==> config.mk <==
export PLATFORM = sky130hd
export DESIGN_NAME = gauge_frame_receiver_unit
export DESIGN_NICKNAME = d
export VERILOG_FILES = /design/src/sv/gfr_pkg.sv /design/src/sv/gfr_crc_unit.sv /design/src/sv/gfr_rx_buffer.sv /design/src/sv/gfr_frame_seq.sv /design/src/sv/gauge_frame_receiver_unit.sv
export SDC_FILE = /design/constraint.sdc
export NUM_CORES = 1
export LEC_CHECK = 0
export ABC_AREA = 0
export ABC_CLOCK_PERIOD_IN_PS = 11400
export BUFFER_PORTS_ARGS = -buffer_cell sky130_fd_sc_hd__buf_2
export CORE_ASPECT_RATIO = 1.75
export CORE_UTILIZATION = 35
export DETAILED_ROUTE_END_ITERATION = 7
export GPL_TIMING_DRIVEN = 0
export PLACE_DENSITY = 0.63
export SYNTH_ARGS = -nofsm -noshare
export SYNTH_HDL_FRONTEND = slang
export SYNTH_SLANG_ARGS = --single-unit
==> constraint.sdc <==
create_clock -name aclk -period 11.4 [get_ports aclk]
set_clock_uncertainty 0.15 [all_clocks]
set_input_delay 1.71 -clock aclk [delete_from_list [all_inputs] [get_ports aclk]]
set_output_delay 1.71 -clock aclk [all_outputs]
set_load 0.05 [all_outputs]
==> src/sv/gfr_pkg.sv <==
// ----------------------------------------------------------------------------
// gfr_pkg
// shared types, codes and constants of the gauge frame receiver
// ----------------------------------------------------------------------------
package gfr_pkg;

    localparam int RX_DEPTH_DEFAULT = 8;

    localparam logic [6:0]  OWN_ADDR_RESET = 7'h41;
    localparam logic [15:0] STALE_RESET    = 16'd12000;

    localparam logic [7:0] CRC_POLY    = 8'h07;
    localparam logic [7:0] CMD_PERCENT = 8'h26;
    localparam logic [7:0] CMD_CURRENT = 8'h06;
    localparam logic [7:0] SUB_PERCENT = 8'h02;
    localparam logic [7:0] LEN_CURRENT = 8'h03;
    localparam logic [7:0] PERCENT_MAX = 8'd100;
    localparam int         ECHO_MIN_LEN = 5;
    localparam int         PCT_LEN      = 4;
    localparam int         CUR_LEN      = 5;

    // configuration register indexes
    localparam logic CFG_OWN_ADDRESS = 1'b0;
    localparam logic CFG_STALE_LIMIT = 1'b1;

    typedef enum logic [1:0] {
        FN_START = 2'd0,
        FN_DATA  = 2'd1,
        FN_STOP  = 2'd2,
        FN_TICK  = 2'd3
    } func_t;

    typedef enum logic [1:0] {
        KIND_NONE    = 2'd0,
        KIND_PERCENT = 2'd1,
        KIND_CURRENT = 2'd2
    } kind_t;

    typedef enum logic [1:0] {
        SQ_IDLE,
        SQ_SEED,
        SQ_WALK,
        SQ_DONE
    } seq_state_t;

    // status from the frame sequencer to the top level
    typedef struct packed {
        logic        idle;
        logic        done;
        kind_t       kind;
        logic [7:0]  value;
        logic [15:0] counts;
    } seq_stat_t;

    // one result, lowest field in the lowest bits
    typedef struct packed {
        logic [1:0]  pad;
        logic [31:0] current_age_ms;
        logic        current_present;
        logic [15:0] current_raw;
        logic [31:0] percent_age_ms;
        logic        percent_fresh;
        logic        percent_present;
        logic [7:0]  percent_value;
        kind_t       frame_kind;
        logic        byte_accepted;
    } result_t;

endpackage

==> src/sv/gfr_crc_unit.sv <==
// ----------------------------------------------------------------------------
// gfr_crc_unit
// one byte step of crc-8, polynomial 0x07, msb first
// ----------------------------------------------------------------------------
module gfr_crc_unit (
    input  logic [7:0] crc_in,
    input  logic [7:0] byte_in,
    output logic [7:0] crc_out
);
    import gfr_pkg::*;

    always_comb begin
        logic [7:0] c;
        c = crc_in ^ byte_in;
        for (int i = 0; i < 8; i++) begin
            c = c[7] ? ((c << 1) ^ CRC_POLY) : (c << 1);
        end
        crc_out = c;
    end

endmodule

==> src/sv/gfr_rx_buffer.sv <==
// ----------------------------------------------------------------------------
// gfr_rx_buffer
// byte store of one write with fill count and one read port
// ----------------------------------------------------------------------------
module gfr_rx_buffer #(
    parameter int RX_DEPTH = gfr_pkg::RX_DEPTH_DEFAULT,
    localparam int CNT_W = $clog2(RX_DEPTH + 1),
    localparam int IDX_W = $clog2(RX_DEPTH)
) (
    input  logic             aclk,
    input  logic             aresetn,
    input  logic             clear,
    input  logic             wr_en,
    input  logic [7:0]       wr_data,
    input  logic [IDX_W-1:0] rd_idx,
    output logic [7:0]       rd_data,
    output logic [7:0]       byte0,
    output logic [CNT_W-1:0] count,
    output logic             full
);
    import gfr_pkg::*;

    logic [7:0]       buf_mem [RX_DEPTH];
    logic [7:0]       rd_data_reg;
    logic [7:0]       byte0_reg;
    logic [CNT_W-1:0] count_reg;
    logic [CNT_W-1:0] count_next;

    assign full    = (count_reg == CNT_W'(RX_DEPTH));
    assign count   = count_reg;
    assign rd_data = rd_data_reg;
    assign byte0   = byte0_reg;

    always_comb begin
        count_next = count_reg;
        if (clear) begin
            count_next = '0;
        end else if (wr_en && !full) begin
            count_next = count_reg + CNT_W'(1);
        end
    end

    always_ff @(posedge aclk) begin
        if (!aresetn) begin
            count_reg <= '0;
        end else begin
            count_reg <= count_next;
        end
    end

    // read data is registered from the address; byte0 is only looked at
    // once five bytes are held, long after it was written
    always_ff @(posedge aclk) begin
        if (wr_en && !full && !clear) begin
            buf_mem[count_reg[IDX_W-1:0]] <= wr_data;
        end
        rd_data_reg <= buf_mem[rd_idx];
        byte0_reg   <= buf_mem[0];
    end

endmodule

==> src/sv/gfr_frame_seq.sv <==
// ----------------------------------------------------------------------------
// gfr_frame_seq
// stop-time sequencer: walks the buffered frame through the shared crc unit
// ----------------------------------------------------------------------------
module gfr_frame_seq #(
    parameter int RX_DEPTH = gfr_pkg::RX_DEPTH_DEFAULT,
    localparam int CNT_W = $clog2(RX_DEPTH + 1),
    localparam int IDX_W = $clog2(RX_DEPTH)
) (
    input  logic               aclk,
    input  logic               aresetn,
    input  logic               start,
    input  logic [7:0]         addr_byte,
    input  logic [CNT_W-1:0]   rx_count,
    input  logic [7:0]         byte0,
    input  logic [7:0]         rd_data,
    input  logic               res_take,
    output logic [IDX_W-1:0]   rd_idx,
    output gfr_pkg::seq_stat_t stat
);
    import gfr_pkg::*;

    seq_state_t       state_reg, state_next;
    logic [7:0]       crc_reg, crc_next;
    logic [IDX_W-1:0] k_reg, k_next;
    logic [IDX_W-1:0] last_reg, last_next;
    logic [1:0]       off_reg, off_next;
    kind_t            cand_reg, cand_next;
    kind_t            kind_reg, kind_next;
    logic [7:0]       fld_reg [4];
    logic [7:0]       crc_in, crc_byte, crc_out;
    logic             echo;
    logic             at_last;
    logic             pct_ok, cur_ok;

    gfr_crc_unit u_crc (
        .crc_in  (crc_in),
        .byte_in (crc_byte),
        .crc_out (crc_out)
    );

    assign echo    = (rx_count >= CNT_W'(ECHO_MIN_LEN)) && (byte0 == addr_byte);
    assign at_last = (k_reg == last_reg);
    assign pct_ok  = (fld_reg[0] == CMD_PERCENT) && (fld_reg[1] == SUB_PERCENT)
                     && (fld_reg[2] <= PERCENT_MAX);
    assign cur_ok  = (fld_reg[0] == CMD_CURRENT) && (fld_reg[1] == LEN_CURRENT);

    // next state
    always_comb begin
        state_next = state_reg;
        case (state_reg)
            SQ_IDLE: begin
                if (start) begin
                    if ((rx_count == CNT_W'(PCT_LEN) + CNT_W'(echo)) ||
                        (rx_count == CNT_W'(CUR_LEN) + CNT_W'(echo))) begin
                        state_next = SQ_SEED;
                    end else begin
                        state_next = SQ_DONE;
                    end
                end
            end
            SQ_SEED: state_next = SQ_WALK;
            SQ_WALK: begin
                if (at_last) begin
                    state_next = SQ_DONE;
                end
            end
            SQ_DONE: begin
                if (res_take) begin
                    state_next = SQ_IDLE;
                end
            end
            default: state_next = SQ_IDLE;
        endcase
    end

    // datapath and outputs
    always_comb begin
        crc_next  = crc_reg;
        k_next    = k_reg;
        last_next = last_reg;
        off_next  = off_reg;
        cand_next = cand_reg;
        kind_next = kind_reg;
        crc_in    = crc_reg;
        crc_byte  = rd_data;
        case (state_reg)
            SQ_IDLE: begin
                if (start) begin
                    k_next    = IDX_W'(echo);
                    last_next = IDX_W'(rx_count - CNT_W'(1));
                    off_next  = '0;
                    kind_next = KIND_NONE;
                    cand_next = (rx_count == CNT_W'(PCT_LEN) + CNT_W'(echo)) ?
                                KIND_PERCENT : KIND_CURRENT;
                end
            end
            SQ_SEED: begin
                crc_in   = '0;
                crc_byte = addr_byte;
                crc_next = crc_out;
            end
            SQ_WALK: begin
                if (at_last) begin
                    if (crc_reg == rd_data &&
                        ((cand_reg == KIND_PERCENT && pct_ok) ||
                         (cand_reg == KIND_CURRENT && cur_ok))) begin
                        kind_next = cand_reg;
                    end
                end else begin
                    crc_next = crc_out;
                    k_next   = k_reg + IDX_W'(1);
                    off_next = off_reg + 2'd1;
                end
            end
            default: ;
        endcase
        // the buffer read is registered, so it is addressed with the next index
        rd_idx      = k_next;
        stat.idle   = (state_reg == SQ_IDLE);
        stat.done   = (state_reg == SQ_DONE);
        stat.kind   = kind_reg;
        stat.value  = fld_reg[2];
        stat.counts = {fld_reg[3], fld_reg[2]};
    end

    always_ff @(posedge aclk) begin
        if (!aresetn) begin
            state_reg <= SQ_IDLE;
        end else begin
            state_reg <= state_next;
        end
    end

    always_ff @(posedge aclk) begin
        crc_reg  <= crc_next;
        k_reg    <= k_next;
        last_reg <= last_next;
        off_reg  <= off_next;
        cand_reg <= cand_next;
        kind_reg <= kind_next;
        if (state_reg == SQ_WALK && !at_last) begin
            fld_reg[off_reg] <= rd_data;
        end
    end

endmodule

==> src/sv/gauge_frame_receiver_unit.sv <==
// ----------------------------------------------------------------------------
// gauge_frame_receiver_unit
// receive side of a bus target that collects gauge percent and current frames
// ----------------------------------------------------------------------------
// usage:
//   s_ channel: one request per bus event; s_tuser is the event code
//   (write start, data byte, stop, millisecond tick), s_tdata the byte.
//   m_ channel: exactly one result per request, carrying the byte-accept
//   flag, the frame kind at stop and the kept percent and current values
//   with their seen flags and ages, and the percent freshness.
//   cfg_ channel: index 0 own address, index 1 stale limit in ms; always
//   ready; the user keeps it written only while the block is idle (unchecked).
// flow:
//   start, data and tick requests: result in the output register the cycle
//   after acceptance, one request per cycle while the output drains.
//   stop: the crc unit is seeded with the address write byte, then fed one
//   frame byte a cycle (an echoed address byte skipped); the result is
//   loaded in the done state once the output is free, and a length that
//   fits no frame goes to done directly; s_tready is low until the load.
// reset: buffer count, kept values, seen flags and ages clear, the
//   registers take their defaults (address 0x41, limit 12000 ms).
// stall: while a result is held and m_tready is low, the output register
//   keeps it and no new request is taken.
// ----------------------------------------------------------------------------
module gauge_frame_receiver_unit #(
    parameter int RX_DEPTH = gfr_pkg::RX_DEPTH_DEFAULT
) (
    input  logic        aclk,
    input  logic        aresetn,
    // request channel
    input  logic        s_tvalid,
    output logic        s_tready,
    input  logic [7:0]  s_tdata,   // data_byte[7:0]
    input  logic [1:0]  s_tuser,   // func[1:0]
    // result channel
    output logic        m_tvalid,
    input  logic        m_tready,
    // byte_accepted[0], frame_kind[2:1], percent_value[10:3],
    // percent_present[11], percent_fresh[12], percent_age_ms[44:13],
    // current_raw[60:45], current_present[61], current_age_ms[93:62], zeros
    output logic [95:0] m_tdata,
    // configuration write channel
    input  logic        cfg_valid,
    output logic        cfg_ready,
    input  logic        cfg_index,
    input  logic [15:0] cfg_data
);
    import gfr_pkg::*;

    localparam int CNT_W = $clog2(RX_DEPTH + 1);
    localparam int IDX_W = $clog2(RX_DEPTH);

    // configuration
    logic [6:0]  own_address_reg, own_address_next;
    logic [15:0] stale_limit_reg, stale_limit_next;

    // kept values
    logic [7:0]  percent_store_reg, percent_store_next;
    logic        percent_valid_reg, percent_valid_next;
    logic [31:0] percent_age_reg, percent_age_next;
    logic [15:0] current_store_reg, current_store_next;
    logic        current_valid_reg, current_valid_next;
    logic [31:0] current_age_reg, current_age_next;

    // output register
    result_t     out_data_reg, out_data_next;
    logic        out_valid_reg, out_valid_next;

    logic             in_take;
    func_t            func;
    logic             out_free;
    logic             load;
    logic             accepted;
    kind_t            kind;
    logic [7:0]       addr_byte;
    logic [IDX_W-1:0] rd_idx;
    logic [7:0]       rd_data;
    logic [7:0]       byte0;
    logic [CNT_W-1:0] rx_count;
    logic             rx_full;
    logic             seq_take;
    seq_stat_t        seq_stat;

    assign func      = func_t'(s_tuser);
    assign addr_byte = {own_address_reg, 1'b0};
    assign out_free  = !out_valid_reg || m_tready;
    assign s_tready  = seq_stat.idle && out_free;
    assign in_take   = s_tvalid && s_tready;
    assign seq_take  = seq_stat.done && out_free;
    assign cfg_ready = 1'b1;
    assign m_tvalid  = out_valid_reg;
    assign m_tdata   = out_data_reg;

    gfr_rx_buffer #(
        .RX_DEPTH (RX_DEPTH)
    ) u_buffer (
        .aclk    (aclk),
        .aresetn (aresetn),
        .clear   (in_take && func == FN_START),
        .wr_en   (in_take && func == FN_DATA),
        .wr_data (s_tdata),
        .rd_idx  (rd_idx),
        .rd_data (rd_data),
        .byte0   (byte0),
        .count   (rx_count),
        .full    (rx_full)
    );

    gfr_frame_seq #(
        .RX_DEPTH (RX_DEPTH)
    ) u_seq (
        .aclk      (aclk),
        .aresetn   (aresetn),
        .start     (in_take && func == FN_STOP),
        .addr_byte (addr_byte),
        .rx_count  (rx_count),
        .byte0     (byte0),
        .rd_data   (rd_data),
        .res_take  (seq_take),
        .rd_idx    (rd_idx),
        .stat      (seq_stat)
    );

    // register writes
    always_comb begin
        own_address_next = own_address_reg;
        stale_limit_next = stale_limit_reg;
        if (cfg_valid && cfg_ready) begin
            case (cfg_index)
                CFG_OWN_ADDRESS: own_address_next = cfg_data[6:0];
                CFG_STALE_LIMIT: stale_limit_next = cfg_data;
                default: ;
            endcase
        end
    end

    // kept values, ages and the result built from their next values
    always_comb begin
        percent_store_next = percent_store_reg;
        percent_valid_next = percent_valid_reg;
        percent_age_next   = percent_age_reg;
        current_store_next = current_store_reg;
        current_valid_next = current_valid_reg;
        current_age_next   = current_age_reg;
        accepted = 1'b0;
        kind     = KIND_NONE;
        load     = 1'b0;

        if (seq_take) begin
            // stop finished: commit an accepted frame
            load = 1'b1;
            kind = seq_stat.kind;
            case (seq_stat.kind)
                KIND_PERCENT: begin
                    percent_store_next = seq_stat.value;
                    percent_age_next   = '0;
                    percent_valid_next = 1'b1;
                end
                KIND_CURRENT: begin
                    current_store_next = seq_stat.counts;
                    current_age_next   = '0;
                    current_valid_next = 1'b1;
                end
                default: ;
            endcase
        end else if (in_take) begin
            case (func)
                FN_START: load = 1'b1;
                FN_DATA: begin
                    load     = 1'b1;
                    accepted = !rx_full;
                end
                FN_TICK: begin
                    load = 1'b1;
                    // ages saturate at all ones
                    if (percent_age_reg != '1) begin
                        percent_age_next = percent_age_reg + 32'd1;
                    end
                    if (current_age_reg != '1) begin
                        current_age_next = current_age_reg + 32'd1;
                    end
                end
                default: ;  // stop result comes from the sequencer
            endcase
        end

        out_data_next.pad             = '0;
        out_data_next.byte_accepted   = accepted;
        out_data_next.frame_kind      = kind;
        out_data_next.percent_value   = percent_valid_next ? percent_store_next : 8'hFF;
        out_data_next.percent_present = percent_valid_next;
        out_data_next.percent_fresh   = percent_valid_next &&
                                        (percent_age_next <= {16'd0, stale_limit_reg});
        out_data_next.percent_age_ms  = percent_valid_next ? percent_age_next : '1;
        out_data_next.current_raw     = current_store_next;
        out_data_next.current_present = current_valid_next;
        out_data_next.current_age_ms  = current_age_next;

        if (load) begin
            out_valid_next = 1'b1;
        end else if (m_tready) begin
            out_valid_next = 1'b0;
        end else begin
            out_valid_next = out_valid_reg;
        end
    end

    always_ff @(posedge aclk) begin
        if (!aresetn) begin
            own_address_reg   <= OWN_ADDR_RESET;
            stale_limit_reg   <= STALE_RESET;
            percent_store_reg <= '0;
            percent_valid_reg <= 1'b0;
            percent_age_reg   <= '0;
            current_store_reg <= '0;
            current_valid_reg <= 1'b0;
            current_age_reg   <= '0;
            out_valid_reg     <= 1'b0;
        end else begin
            own_address_reg   <= own_address_next;
            stale_limit_reg   <= stale_limit_next;
            percent_store_reg <= percent_store_next;
            percent_valid_reg <= percent_valid_next;
            percent_age_reg   <= percent_age_next;
            current_store_reg <= current_store_next;
            current_valid_reg <= current_valid_next;
            current_age_reg   <= current_age_next;
            out_valid_reg     <= out_valid_next;
        end
    end

    // result payload
    always_ff @(posedge aclk) begin
        if (load) begin
            out_data_reg <= out_data_next;
        end
    end

    // a stop request hands control to the sequencer
    a_stop_starts_seq: assert property (@(posedge aclk) disable iff (!aresetn)
        (in_take && func == FN_STOP) |=> !seq_stat.idle)
        else $error("stop request did not start the frame sequencer");

    // seen flags never drop once set
    a_seen_sticky: assert property (@(posedge aclk) disable iff (!aresetn)
        (percent_valid_reg || current_valid_reg) |=>
        ($past(percent_valid_reg) ? percent_valid_reg : 1'b1) &&
        ($past(current_valid_reg) ? current_valid_reg : 1'b1))
        else $error("seen flag cleared without reset");

    // a percent result always reports a fresh, zero-age value
    a_percent_result: assert property (@(posedge aclk) disable iff (!aresetn)
        (out_valid_reg && out_data_reg.frame_kind == KIND_PERCENT) |->
        (out_data_reg.percent_present && out_data_reg.percent_age_ms == '0))
        else $error("percent result without a committed value");

    // fill count stays within the buffer
    a_count_bound: assert property (@(posedge aclk) disable iff (!aresetn)
        rx_count <= CNT_W'(RX_DEPTH))
        else $error("receive count beyond buffer depth");

endmodule
==> flow_summary.json, run 1 <==
{
  "fillers": 4022,
  "cp-start-kind": "input port",
  "cts_root_buffer": "clkbuf_16",
  "fin_area_um2": 17370,
  "die_w_um": 157.3,
  "antenna_found_initial": 3,
  "area_growth_syn_to_layout_pct": 17.65,
  "fin_crit_sh_pct": 49.05,
  "path_max_fanout": 8,
  "maxCapViolCount": 0,
  "gp_congestion": 0.8969,
  "clk_latency_ps": 600,
  "min_period_ps": 5592,
  "cts_resized": 0,
  "grt_pass1_vias": 9980,
  "wl_per_cell_um": 17.46,
  "die_area_um2": 43040,
  "tightest_slew_ps": 1315,
  "grt_usage_pct": 16.47,
  "fin_cells": 2006,
  "drc": 0,
  "place_area_um2": 16190,
  "clk_pin_slew_ps": 70,
  "hold_ws_ps": 216.7,
  "outcome": "completed",
  "start_util_pct": 35.47,
  "drt_iter0_markers": 463,
  "power.total_mw": 3.690,
  "synth.area.top_cells": "edfxtp_1 42%, dfxtp_1 19%, mux2i_1 4.9%, nand2_1 3.9%, and2_1 3.1%",
  "netlist.area_leader.share_pct": 42.11,
  "crit_arrival_ps": 5840,
  "hp-class": "reg -> reg",
  "port_buffers": 127,
  "cts_buffers": 31,
  "syn_avg_cell_area_um2": 11.74,
  "pre_cts_ws_ps": 5196,
  "max_freq_mhz": 178.8,
  "max_slew_margin_pct": 12.17,
  "grt_pass1_wl_um": 54190,
  "drive_above_1_share_pct": 17.32,
  "firstDrtPassIters": 5,
  "syn_area_um2": 14760,
  "post-dp-hpwl_um": 26630,
  "ys_warn_count": 0,
  "regArea_um2": 8999,
  "p_per_area_nw_per_um2": 212.5,
  "vias_per_cell": 4.962,
  "routed_wirelength_um": 35030,
  "multi_input_area_um2": 5374,
  "synth_cell_types": 67,
  "async_flop_share_pct": 0,
  "grt_start_max_net_pins": 31,
  "slew_viol_final": 0,
  "required_ps": 11650,
  "synth_top_area_cell": "edfxtp_1",
  "ys_seq_elements": 346,
  "hold_depth": 0,
  "gr-total-overflow": 0,
  "ant_nets": 0,
  "layout_commonest_cell": "edfxtp_1",
  "finalSetupViolations": 0,
  "die_h_um": 273.7,
  "hold_buffers": 0,
  "io_pins": 131,
  "postCtsSetupBuffers": 0,
  "syn_inst": 1258,
  "fin_nets": 1487,
  "vias": 9954,
  "vdd_ir_drop_max_mv": 0.1042,
  "yosysSeqAreaShare_pct": 60.95,
  "rsz0062_at_grt": "false",
  "crit_path_end_kind": "flip-flop",
  "largest_reg_flops": 94,
  "synth_ff_type": "edfxtp_1",
  "reg2reg_depth": 16,
  "path_class": "in -> reg",
  "cts_tree": "done",
  "hold_viol": 0,
  "layout_common_cells": "207 x edfxtp_1, 155 x nand2_1, 139 x dfxtp_1, 136 x buf_2, 73 x and2_1",
  "worst_slack_ps": 5808,
  "whs_endpoint": "u_buffer.byte0[3]",
  "clk_path_buf_depth": 3,
  "min_from": "u_buffer.buf_mem[0][3]",
  "synth_edf_count": 207,
  "power.leakage_nw": 6.188,
  "dp.cells": 1945,
  "clock-sinks": 346,
  "r2r_end": "m_tdata[12]",
  "rows": 99,
  "htreeDepth": 1,
  "r2r_slack_ps": 6440,
  "timing.rr.start": "u_seq.state_reg[1]",
  "core_um2": 41620
}
## where the power goes
group          internal [mW]  switching [mW]  leakage [nW]
Sequential              1.52          0.0736          2.93
Combinational          0.332           0.575          2.70
Clock                  0.714           0.475         0.561
Total                   2.57            1.12          6.19
## cell type report
cell class	instances	share of cell area [%]
diodes	2	0.02881
plain buffers	55	1.311
clock buffers	36	4.632
clock inverters	22	2.082
inverters	50	1.081
multi-input cells	808	30.94
flip-flops and latches	346	51.81
well taps	555	3.998
repair buffers	132	4.120
## critical path: stages
cell and delay, ps:
buf_2 90, nor2b_1 40, buf_2 170, or4_1 520, clkbuf_1 300, a31oi_4 360, nand4_1 290, o31ai_1 570
ha_1 350, a21o_1 180, a21o_1 160, a221oi_1 350, mux2_2 220, a31o_2 120, nand4_1 120, nor4_2 280
## per-layer routing
| metal | vias up | GRT usage, % | part of all wire [%] |
|---|---|---|---|
| met5 | - | 0 | 0.037 |
| met4 | 2 | 7.920 | 4.3 |
| met3 | 73 | 2.011 | 3.3 |
| met2 | 192 | 33.00 | 57 |
| met1 | 4811 | 16.18 | 35 |
| li1 | 4876 | - | - |
## through the flow
stage | TNS, ps | utilization, %
2_1_floorplan | 0 | -
3_3_place_gp | -94410 | 38.68
3_5_place_dp | 0 | 38.90
4_1_cts | 0 | 41.70
5_1_grt | 0 | 41.73
6_report | 0 | 41.73
## worst max-delay path by stage
| stage | start | endpoint | cells past startpoint |
|---|---|---|---|
| 2_1_floorplan | m_tready | m_tdata[0] | 3 |
| 3_3_place_gp | m_tready | m_tdata[78] | 4 |
| 3_5_place_dp | m_tready | m_tdata[12] | 16 |
| 4_1_cts | m_tready | m_tdata[12] | 16 |
| 5_1_grt | m_tready | m_tdata[12] | 16 |
| 6_report | m_tready | m_tdata[12] | 16 |
## kinds of logic (layout without fill, tap and decap cells)
family,Yosys count,after routing,synth area share (%)
AND/OR/NAND/NOR,471,471,16.51
multiplexers,104,104,7.323
other,2,5,0.05087
adder cells (fa/ha/maj),31,31,2.627
flip-flops,346,346,60.95
buffers and inverters,105,295,2.814
XOR/XNOR,39,39,2.314
AO/OA/AOI/OAI,160,160,7.407
## Yosys cell counts, types with 5 or more instances
library cell	count
nor3b_1	5
nor4_1	10
and2_1	73
buf_2	8
nand3_1	43
a31oi_1	12
mux2i_1	72
and3_1	14
a21oi_1	44
clkbuf_1	41
xnor2_1	21
nand2b_1	18
o21a_1	5
nor3_1	21
ha_1	31
o31ai_1	19
mux2_2	32
o21ai_0	21
nand4_1	24
nor2_1	65
nand2_1	155
xor2_1	18
edfxtp_1	207
inv_1	48
and4_1	10
a21o_1	5
nor2b_1	5
o211ai_1	21
or2_2	5
dfxtp_1	139
or4_1	5
Power figures use the tool's default switching activity.
==> run 2: changes to the inputs <==
--- a/config.mk
+++ b/config.mk
@@ -6,7 +6,7 @@
 export NUM_CORES = 1
 export LEC_CHECK = 0
 export ABC_AREA = 0
-export ABC_CLOCK_PERIOD_IN_PS = 11400
+export ABC_CLOCK_PERIOD_IN_PS = 5700
 export BUFFER_PORTS_ARGS = -buffer_cell sky130_fd_sc_hd__buf_2
 export CORE_ASPECT_RATIO = 1.75
 export CORE_UTILIZATION = 35
==> constraint.sdc (replaced) <==
create_clock -name aclk -period 5.7 [get_ports aclk]
set_clock_uncertainty 0.15 [all_clocks]
set_input_delay 0.855 -clock aclk [delete_from_list [all_inputs] [get_ports aclk]]
set_output_delay 0.855 -clock aclk [all_outputs]
set_load 0.05 [all_outputs]
==> flow_summary.json, run 2 (synthesis results as in run 1) <==
{
  "switching_power_mw": 2.212,
  "hold_buffers": 0,
  "gp_congestion": 0.9148,
  "tightest_slew_ps": 1337,
  "tns_ps": 0,
  "fin_crit_sh_pct": 87.42,
  "vias_per_cell": 4.934,
  "power.leakage_nw": 6.088,
  "largest_reg_flops": 94,
  "core_um2": 41620,
  "power.share.clock_pct": 28.6,
  "power.total_mw": 7.007,
  "fin_util_pct": 41.25,
  "io_pins": 131,
  "fillers": 4012,
  "vdd_ir_drop_max_mv": 0.2570,
  "vias": 9872,
  "dp.cells": 1944,
  "seqPwrFrac_pct": 45.4,
  "max_freq_mhz": 200.7,
  "drc": 0,
  "rows": 99,
  "grt_usage_pct": 16.08,
  "outcome": "completed",
  "cts_buffers": 30,
  "gr-total-overflow": 0,
  "grt_pass1_wl_um": 52800,
  "p_int_mw": 4.795,
  "post-dp-hpwl_um": 26390,
  "die_h_um": 273.7,
  "fin_cells": 2001,
  "hold_viol": 0,
  "required_ps": 5910,
  "combPwrFrac_pct": 26.0,
  "clk_latency_ps": 600,
  "clk_path_buf_depth": 3,
  "antenna_found_initial": 4,
  "layout_commonest_cell": "edfxtp_1",
  "rsz0062_at_grt": "false",
  "min_period_ps": 4983,
  "finalSetupViolations": 0,
  "wl_per_cell_um": 17.15,
  "start_util_pct": 35.47,
  "firstDrtPassIters": 5,
  "postCtsSetupBuffers": 0,
  "path_max_fanout": 8,
  "fin_nets": 1484,
  "path_class": "reg -> reg",
  "grt_start_max_net_pins": 33,
  "clock-sinks": 346,
  "clk_pin_slew_ps": 70,
  "routed_wirelength_um": 34320,
  "cp-start-kind": "flip-flop",
  "die_area_um2": 43040,
  "grt_pass1_vias": 9901,
  "cts_resized": 0,
  "crit_arrival_ps": 5190,
  "swShare_pct": 31.57,
  "area_growth_syn_to_layout_pct": 16.31,
  "maxCapViolCount": 0,
  "drt_iter0_markers": 497,
  "slew_viol_final": 0,
  "crit_path_end_kind": "flip-flop",
  "hold_ws_ps": 209.4,
  "drive_above_1_share_pct": 16.96,
  "layout_common_cells": "207 x edfxtp_1, 155 x nand2_1, 139 x dfxtp_1, 135 x buf_2, 73 x and2_1",
  "htreeDepth": 1,
  "max_slew_margin_pct": 10.67,
  "ant_nets": 0,
  "hp-class": "reg -> reg",
  "p_per_area_nw_per_um2": 408.1,
  "port_buffers": 127,
  "die_w_um": 157.3,
  "cts_tree": "done",
  "cts_root_buffer": "clkbuf_16"
}
-- run 2: metrics by stage --
step / area (um^2) / setup slack (ps)
after global placement: 16100 / 265.1
after floorplan: 14770 / 1369
after global routing: 17170 / 304.6
after detailed placement: 16190 / 393.0
final: 17170 / 717.0
after CTS: 17160 / 718.1
-- run 2: area by class of cell --
cell class	instances	area [um^2]	area share (%)
Buffer	55	227.7	1.326
Clock inverter	20	183.9	1.071
Inverter	50	187.7	1.093
Timing Repair Buffer	130	703.2	4.095
Antenna cell	1	2.502	0.01457
Clock buffer	36	793.3	4.620
Tap cell	555	694.4	4.044
Sequential cell	346	8999	52.41
Multi-Input combinational cell	808	5379	31.33
-- run 2: final timing paths --
path	endpoint	start	slack (ps)	depth (start not counted)
max	m_tdata[12]	u_seq.state_reg[1]	720	15
min	u_buffer.byte0[5]	u_buffer.buf_mem[0][5]	210	0
max reg2reg	m_tdata[12]	u_seq.state_reg[1]	720	15
min reg2reg	u_buffer.byte0[5]	u_buffer.buf_mem[0][5]	210	0
-- run 2: per-layer routing --
metal  wire length, um  track usage [%]
met1             12020            15.61
met3              1312            1.932
met4              1884            9.019
met2             19060            31.84
met5                40                0
-- run 2: power groups by stage --
stage	sequential [mW]	clock (mW)	combinational, mW
final	3.18	2.00	1.82
after global routing	3.20	2.15	1.98
after CTS	3.19	2.05	1.84
after detailed placement	3.24	0	1.83
after global placement	3.27	0	1.75
after floorplan	3.48	0	1.12
-- run 2: worst max-delay path, cell delays in order, from the launching register on --
cell,delay (ps)
dfxtp_1,340
ha_1,190
clkbuf_1,200
or4_1,560
clkbuf_1,310
a31oi_4,370
nand4_1,280
o31ai_1,510
ha_1,340
a21o_1,180
a21o_1,160
a221oi_1,370
mux2_2,230
a31o_2,120
nand4_1,110
nor4_2,320
==> run 3: changes to the inputs <==
--- a/config.mk
+++ b/config.mk
@@ -7,8 +7,9 @@
 export LEC_CHECK = 0
 export ABC_AREA = 0
 export ABC_CLOCK_PERIOD_IN_PS = 5700
-export BUFFER_PORTS_ARGS = -buffer_cell sky130_fd_sc_hd__buf_2
+export BUFFER_PORTS_ARGS = -buffer_cell sky130_fd_sc_hd__clkbuf_2
 export CORE_ASPECT_RATIO = 1.75
+export CORE_MARGIN = 2
 export CORE_UTILIZATION = 35
 export DETAILED_ROUTE_END_ITERATION = 7
 export GPL_TIMING_DRIVEN = 0
==> flow_summary.json, run 3 (synthesis results as in run 1) <==
{
  "outcome": "completed",
  "switching_power_mw": 2.221,
  "cts_buffers": 30,
  "layout_common_cells": "207 x edfxtp_1, 155 x nand2_1, 139 x dfxtp_1, 127 x clkbuf_2, 73 x and2_1",
  "maxCapViolCount": 0,
  "r2r_end": "m_tdata[12]",
  "worst_slack_ps": 720.8,
  "cts_tree": "done",
  "grt_start_max_net_pins": 34,
  "routed_wirelength_um": 34220,
  "layout_commonest_cell": "edfxtp_1",
  "die_w_um": 159.3,
  "grt_pass1_vias": 9865,
  "fin_nets": 1486,
  "antenna_found_initial": 2,
  "cts_resized": 0,
  "rows": 99,
  "clk_path_buf_depth": 3,
  "clk_pin_slew_ps": 70,
  "drc": 0,
  "hold_depth": 0,
  "required_ps": 5910,
  "fin_crit_sh_pct": 87.35,
  "crit_arrival_ps": 5190,
  "vias": 9984,
  "critPathMaxStageDelay_ps": 560,
  "drive_above_1_share_pct": 17.42,
  "wl_per_cell_um": 17.09,
  "io_pins": 131,
  "reg2reg_depth": 15,
  "dp.cells": 1945,
  "htreeDepth": 1,
  "post-dp-hpwl_um": 26200,
  "hold_viol": 0,
  "start_util_pct": 35.47,
  "cts_root_buffer": "clkbuf_16",
  "drt_iter0_markers": 459,
  "max_slew_margin_pct": 12.01,
  "gr-total-overflow": 0,
  "largest_reg_flops": 94,
  "tns_ps": 0,
  "cp.buffers_inverters": 2,
  "fillers": 3973,
  "hp-class": "reg -> reg",
  "pre_cts_ws_ps": 388.6,
  "min_period_ps": 4979,
  "clock-sinks": 346,
  "p_per_area_nw_per_um2": 413.0,
  "n_antenna_cell": 0,
  "slew_viol_final": 0,
  "rsz0062_at_grt": "false",
  "vias_per_cell": 4.987,
  "cp-start-kind": "flip-flop",
  "swShare_pct": 31.18,
  "finalSetupViolations": 0,
  "p_int_mw": 4.901,
  "fin_cells": 2002,
  "power.share.clock_pct": 29.8,
  "clk_latency_ps": 610,
  "die_h_um": 275.7,
  "hold_buffers": 0,
  "power.leakage_nw": 6.196,
  "tightest_slew_ps": 1317,
  "r2r_slack_ps": 720,
  "die_area_um2": 43900,
  "slowest_stage": "or4_1",
  "max_freq_mhz": 200.8,
  "seqPwrFrac_pct": 44.7,
  "path_max_fanout": 8,
  "area_growth_syn_to_layout_pct": 16.80,
  "grt_usage_pct": 15.23,
  "power.total_mw": 7.121,
  "postCtsSetupBuffers": 0,
  "vdd_ir_drop_max_mv": 0.2361,
  "crit_family": "compound AO/OA/AOI/OAI gates",
  "crit_path_end_kind": "flip-flop",
  "timing.rr.start": "u_seq.state_reg[0]",
  "ant_nets": 0,
  "combPwrFrac_pct": 25.5,
  "grt_pass1_wl_um": 52740,
  "whs_endpoint": "u_buffer.byte0[4]",
  "port_buffers": 127,
  "min_from": "u_buffer.buf_mem[0][4]",
  "cp_cell_sequence": "ha_1 > clkbuf_1 > or4_1 > clkbuf_1 > a31oi_4 > nand4_1 > o31ai_1 > ha_1 > a21o_1 > a21o_1 > a221oi_1 > mux2_2 > a31o_2 > nand4_1 > nor4_2",
  "gp_congestion": 0.8784,
  "core_um2": 41620,
  "path_class": "reg -> reg",
  "firstDrtPassIters": 7
}
[run 3: cell count changes in the layout (fill, tap and decap cells not counted), sizes merged]
cell	delta
bufinv	+2
clkinv	-4
clkinvlp	+1
clkbuf	+129
diode	-1
buf	-126
[run 3: layout make-up]
cell class,instances,area [um^2],share of cell area (%)
well taps,555,694.4,4.027
multi-input cells,808,5374,31.17
plain buffers,55,227.7,1.321
inverters,50,187.7,1.088
repair buffers,132,715.7,4.151
flip-flops and latches,346,8999,52.19
clock buffers,37,807.0,4.680
clock inverters,19,237.7,1.379
[run 3: power groups by stage]
stage / Sequential [mW] / Combinational, mW / Clock, mW
6_report: 3.19 / 1.82 / 2.12
3_5_place_dp: 3.24 / 1.83 / 0
4_1_cts: 3.19 / 1.84 / 2.17
2_1_floorplan: 3.48 / 1.12 / 0
5_1_grt: 3.21 / 1.97 / 2.26
3_3_place_gp: 3.27 / 1.75 / 0
[run 3: how the worst max path moves through the flow]
stage,startpoint,slack (ps),cells past startpoint,end
2_1_floorplan,m_tready,1370,15,m_tdata[12]
3_3_place_gp,m_tready,200,4,m_tdata[78]
3_5_place_dp,m_tready,390,16,m_tdata[12]
4_1_cts,u_seq.state_reg[0],770,15,m_tdata[12]
5_1_grt,u_seq.state_reg[0],470,16,m_tdata[12]
6_report,u_seq.state_reg[0],720,15,m_tdata[12]
[run 3: layer usage]
layer | vias up | track usage (%) | wire length [um]
met5 | - | 0 | 26
met4 | 4 | 8.445 | 1760
met3 | 96 | 2.179 | 1355
met2 | 246 | 30.49 | 18840
met1 | 4773 | 14.83 | 12240
li1 | 4865 | - | -
[run 3: per-stage QoR]
| stage | hold slack [ps] | utilization [%] | area [um^2] |
|---|---|---|---|
| 2_1_floorplan | 197.3 | - | 14770 |
| 3_3_place_gp | 203.3 | 38.68 | 16100 |
| 3_5_place_dp | 206.1 | 38.90 | 16190 |
| 4_1_cts | 179.0 | 41.41 | 17240 |
| 5_1_grt | 217.3 | 41.43 | 17240 |
| 6_report | 194.9 | 41.43 | 17240 |
